`config.mk`:
```
export PLATFORM = sky130hd
export DESIGN_NAME = gld_fifo
export DESIGN_NICKNAME = d
export VERILOG_FILES = /design/src/sv/gld_pkg.sv /design/src/sv/gld_fifo.sv
export SDC_FILE = /design/constraint.sdc
export NUM_CORES = 1
export LEC_CHECK = 0
export BUFFER_PORTS_ARGS = -buffer_cell sky130_fd_sc_hd__buf_2
export CAP_MARGIN = 20
export CELL_PAD_IN_SITES_DETAIL_PLACEMENT = 1
export CELL_PAD_IN_SITES_GLOBAL_PLACEMENT = 2
export CORE_ASPECT_RATIO = 0.7
export CORE_MARGIN = 1
export CORE_UTILIZATION = 45
export CTS_CLUSTER_DIAMETER = 30
export DETAILED_ROUTE_END_ITERATION = 7
export HOLD_SLACK_MARGIN = 0.12
export PLACE_DENSITY_LB_ADDON = 0.08
export SYNTH_ARGS = -nofsm -noshare
export SYNTH_HDL_FRONTEND = slang
export SYNTH_SLANG_ARGS = --single-unit
```
`constraint.sdc`:
```
create_clock -name aclk -period 4.5 [get_ports aclk]
set_clock_uncertainty 0.15 [all_clocks]
set_input_delay 0.45 -clock aclk [delete_from_list [all_inputs] [get_ports aclk]]
set_output_delay 0.45 -clock aclk [all_outputs]
set_load 0.05 [all_outputs]
```
`src/sv/gld_pkg.sv`:
```
// Shared types, constants and helpers of the GIF LZW decoder.
// Used by every module of the block except gld_ram; depends on nothing else.
`default_nettype none

package gld_pkg;

    localparam int CODE_W  = 12;
    localparam int PIX_W   = 8;
    localparam int CFG_W   = 4;
    localparam int PADDR_W = 3;

    localparam logic [CFG_W-1:0] ICS_RESET = 4'd8;
    localparam logic [CFG_W-1:0] CB_RESET  = 4'd8;

    // Register indexes as decoded from paddr[2].
    localparam logic REG_ICS = 1'b0;
    localparam logic REG_CB  = 1'b1;

    typedef struct packed {
        logic [7:0] data_byte;
        logic       image_start;
    } in_t;

    typedef struct packed {
        logic [63:0] pixels_0;
        logic [63:0] pixels_1;
        logic [63:0] pixels_2;
        logic [63:0] pixels_3;
        logic [63:0] pixels_4;
        logic [63:0] pixels_5;
        logic [63:0] pixels_6;
        logic [63:0] pixels_7;
        logic [6:0]  pixel_count;
        logic        last;
        logic        end_of_image;
        logic        error;
    } out_t;

    typedef enum logic [1:0] {
        CMD_DATA,
        CMD_LIT,
        CMD_EOI,
        CMD_END
    } cmd_kind_t;

    typedef struct packed {
        cmd_kind_t         kind;
        logic              start;
        logic              unknown;
        logic              add;
        logic [CODE_W-1:0] code;
        logic [CODE_W-1:0] addr;
    } cmd_t;

    typedef enum logic [1:0] {
        ST_RUNNING,
        ST_ENDED,
        ST_ERROR
    } status_t;

    typedef enum logic {
        FR_IDLE,
        FR_BUSY
    } fr_state_t;

    typedef enum logic [1:0] {
        BK_CLEAR,
        BK_IDLE,
        BK_WALK,
        BK_POP
    } bk_state_t;

    function automatic logic [CFG_W-1:0] eff_ics(input logic [CFG_W-1:0] v);
        logic [CFG_W-1:0] r;
        r = v;
        if (v < 4'd2) r = 4'd2;
        if (v > 4'd8) r = 4'd8;
        return r;
    endfunction

    function automatic logic [CFG_W-1:0] eff_cb(input logic [CFG_W-1:0] v);
        logic [CFG_W-1:0] r;
        r = v;
        if (v < 4'd1) r = 4'd1;
        if (v > 4'd8) r = 4'd8;
        return r;
    endfunction

endpackage

`default_nettype wire

```
`src/sv/gld_fifo.sv`:
```
// Short command queue between the code unpacker and the string engine.
// Depends on gld_pkg for the command type.
`default_nettype none

module gld_fifo
    import gld_pkg::*;
#(
    parameter int DEPTH = 4
) (
    input  wire logic aclk,
    input  wire logic aresetn,
    input  wire logic push,
    input  wire cmd_t push_data,
    output      logic full,
    input  wire logic pop,
    output      logic empty,
    output      cmd_t head
);

    localparam int AW = $clog2(DEPTH);
    localparam logic [AW-1:0] LAST_IDX = AW'(DEPTH - 1);
    localparam logic [AW:0]   FULL_CNT = (AW + 1)'(DEPTH);

    cmd_t          mem_reg [DEPTH];
    logic [AW-1:0] wp_reg, wp_next;
    logic [AW-1:0] rp_reg, rp_next;
    logic [AW:0]   cnt_reg, cnt_next;

    assign full  = (cnt_reg == FULL_CNT);
    assign empty = (cnt_reg == '0);
    assign head  = mem_reg[rp_reg];

    always_comb begin
        wp_next  = wp_reg;
        rp_next  = rp_reg;
        cnt_next = cnt_reg;
        if (push) begin
            wp_next = (wp_reg == LAST_IDX) ? '0 : wp_reg + 1'b1;
        end
        if (pop) begin
            rp_next = (rp_reg == LAST_IDX) ? '0 : rp_reg + 1'b1;
        end
        if (push && !pop) begin
            cnt_next = cnt_reg + 1'b1;
        end else if (pop && !push) begin
            cnt_next = cnt_reg - 1'b1;
        end
    end

    always_ff @(posedge aclk) begin
        if (!aresetn) begin
            wp_reg  <= '0;
            rp_reg  <= '0;
            cnt_reg <= '0;
        end else begin
            wp_reg  <= wp_next;
            rp_reg  <= rp_next;
            cnt_reg <= cnt_next;
        end
    end

    always_ff @(posedge aclk) begin
        if (push) begin
            mem_reg[wp_reg] <= push_data;
        end
    end

endmodule

`default_nettype wire

```
* Word level (Yosys, flattened, before mapping)
Memory sizes are Yosys's and may differ from the RTL's. A register that Yosys moved wholly into a read port is not among the register bits.
Index checks and enable logic that the tools add are counted.
** Storage, ports and cells
- Memories :: 1
- RAM bits :: 116
- Output and inout bits :: 31
- Bits in registers :: 7
** Memories
- mem_reg :: words 4, width 29, rd ports 1, clocked after Yosys merged registers in 1, write ports 1, RTL line gld_fifo.sv:24 : cmd_t mem_reg [DEPTH];
** Cells by class
- Add/sub/neg operators :: 4
- Eq/ne operators :: 3
- Reductions and logical operators :: 6
- Muxes and demuxes :: 8
** Operators with widths (count)
- $mux W2 :: 4
- $mux W3 :: 2
- $add A2 B1 Y2 const B :: 2
- $eq A2 B2 Y1 const B :: 2
- $add A3 B1 Y3 const B :: 1
- $eq A3 B3 Y1 const B :: 1
- $logic_not A3 Y1 :: 1
- $sub A3 B1 Y3 const B :: 1
- $logic_and A1 B1 Y1 :: 2
- $logic_not A1 Y1 :: 2
- $mux W1 :: 2
- $reduce_bool A2 Y1 :: 1

* Longest topological paths before layout
- Depth in word-level cells :: 4
- Depth in mapped cells :: 7
- Mapped depth without buffers :: 7

* Worst setup path before layout
Ideal clock, no wire load.
- Path type :: flip-flop to output port
- Start :: register cnt_reg[1]
- End :: output full
- Stages on the path, launching flop included :: 2
- Data required time :: 3.900 ns
- Setup slack :: 2.398 ns
- Arrival :: 1.502 ns
- Cells stage by stage :: dfxtp_1 > nor3b_1
** Between the ends
- Cells in the longest elaborated chain, start to end :: 1
** RTL lines
- start, declared :: RTL line gld_fifo.sv:27 : logic [AW:0] cnt_reg, cnt_next;
- start signal, assigned :: RTL line gld_fifo.sv:58 : cnt_reg <= cnt_next;
- $eq A3 B3 Y1 :: RTL line gld_fifo.sv:29 : assign full = (cnt_reg == FULL_CNT);
- end, declared :: RTL line gld_fifo.sv:14 : output logic full,
No other way between the ends.

==> impl_metrics.ini <==
[status]
outcome = complete, no violations

[finish]
final_cell_mix = edfxtp_1 (116), buf_2 (63), mux4_2 (28), dlygate4sd3_1 (26), clkbuf_16 (17)
final_common_cell = edfxtp_1
num_antenna_cells = 0
final-instance-count-excl-fill = 438
largest_register_ffs = 116
fin_nets = 338
area_growth_syn_to_layout_pct = 27.6
final_area_um2 = 5930
drive_gt1_frac = 0.394

[worst_setup_path]
cp_top_family = flip-flops
worstPathArrival_ns = 2.17
worstSetupPathType = register to output pin
cp.depth = 3
critPathSlowestCell = dfxtp_2
endpoint_kind = output pin
reg2reg_to = mem_reg[3][9]
r2r_cells = 2
crit_buf_inv = 2
crit_fanout = 15
r2r_start = wp_reg[0]
cp_cell_sequence = buf_16, mux4_2, buf_2
r2r_setup_slack_ns = 2.70
critPathCapture = head[26]
required_ns = 3.90
cp_slowest_stage_delay_ns = 0.73
start_kind = register

[clocking]
root_buffer = clkbuf_16
cts_buffers = 17
cts_resized = 0
insertion_delay_ns = 0.40
cts_buffer_depth = 2
cts-hold-fix-buffers = 25
cts.sinks = 125
path_clk_slew_ns = 0.05
ctsHtreeMaxLevel = 4
post-cts-setup-buffers = 0
tritoncts = done

[sta]
worst_slack_ns = 1.73
max_freq_mhz = 361
setup_viol = 0
slew_viol_final = 0
hold_viol = 0
fin_crit_ns = 2.77
min_period_over_period = 0.615
tightestPinTransition_ns = 0.816
fin_setup_tns_ns = 0
maxSlewHeadroom = 0.456
grt_setup_unrepaired = false

[synth]
synthCells = 195
synthDistinctLibCells = 24
synth_top_family_by_area = multiplexers
ys_ff_latch = 125
synth_xor_area_frac = 0.00377
ys_seq_area_frac = 0.788
synth_warnings = 0
synth.cell_area_um2 = 4650
synth_compound_area_frac = 0.00430
synth-main-ff-cell = edfxtp_1
synthArstFlopShare = 0
syn_avg_cell_area_um2 = 23.8
synth-simple-area-share = 0.0194
synth_mux_area_frac = 0.150
syn_nets = 235
synth_adder_area_share = 0.0204
synth-edff-count = 116

[die]
core-area_um2 = 9870
die_h_um = 87.1
die_w_um = 124
start_util = 0.471
dieArea_um2 = 10800
num_rows = 30
ioPinCount = 64

[flow_run]
max_cap_viol_count = 0

[route]
via_per_inst = 5.10
drc = 0
dr_total_vias = 2232
wl_mm = 8.28
wire_per_inst_um = 18.9
antenna_left = 0
drtPass1Iterations = 4
drtIter0Drc = 110

[place]
dpl_worst_slack_ns = 1.88
place_area_um2 = 5080
dp.cells = 380
io_buffers = 63
gp_congestion = 0.629
hpwl_mm = 4.75

[grt]
grt_pass1_wl_mm = 12.7
grt_pass1_vias = 2387
grt_util_all_layers = 0.171
grt_max_degree = 30
grt_overflow = 0
antenna_found_initial = 0

[power_and_ir_drop]
power.total_mw = 3.01
power_density_nw_per_um2 = 508
peakVddDrop_v = 0.000278
p_leak_nw = 2.08

[min_path]
hp-class = input pin to register
==> cell families (layout without fill, tap and decap cells) <==
family	count (synthesis)	after routing
AOI/OAI and AO/OA	3	3
xor gates and xnor gates	2	2
adders and majority gates	7	7
buffers and inverters	10	125
DFF	125	125
muxes	33	33
and+or+nand+nor	15	15
==> metal layers <==
layer,track usage,wire length (µm),up-vias
met5,0,0,-
met4,0.0723,85,0
met3,0.0628,369,11
met2,0.277,4040,63
met1,0.210,3780,1141
li1,-,-,1017
==> cell type report <==
cell class | count | area, µm²
clock buffers | 22 | 444
clock inverters | 9 | 120
fillers | 856 | 3940
inverters | 4 | 15.0
multi-input cells | 60 | 925
flip-flops and latches | 125 | 3670
well taps | 128 | 160
repair buffers | 90 | 603
==> worst min-delay path by stage <==
stage	endpoint	start	slack (ns)	cells past startpoint
6_report	mem_reg[3][14]	push_data[14]	0.14	1
5_1_grt	mem_reg[3][14]	push_data[14]	0.13	1
4_1_cts	mem_reg[3][14]	push_data[14]	0.12	1
3_5_place_dp	cnt_reg[2]	cnt_reg[2]	0.38	2
3_3_place_gp	cnt_reg[2]	cnt_reg[2]	0.35	2
2_1_floorplan	cnt_reg[2]	cnt_reg[2]	0.32	2
==> Yosys cell counts (2+ instances only) <==
master / count / share of area
and2_1: 5 / 0.0067
buf_2: 2 / 0.0022
dfxtp_1: 9 / 0.039
edfxtp_1: 116 / 0.75
ha_1: 6 / 0.016
inv_1: 4 / 0.0032
mux2i_1: 4 / 0.0086
mux4_2: 28 / 0.14
nor2b_1: 5 / 0.0067
nor3_1: 2 / 0.0022
==> metrics by stage <==
stage | util | hold WS, ns
3_5_place_dp | 0.515 | 0.384
3_3_place_gp | 0.515 | 0.353
5_1_grt | 0.601 | 0.128
2_1_floorplan | - | 0.322
4_1_cts | 0.597 | 0.122
6_report | 0.601 | 0.143
==> where the power goes <==
group	switching (mW)	leakage, nW	internal, mW
Sequential	0.0331	1.14	1.33
Clock	0.441	0.273	0.859
Combinational	0.228	0.669	0.121
Total	0.702	2.08	2.31
(Power assumes the default switching activity.)
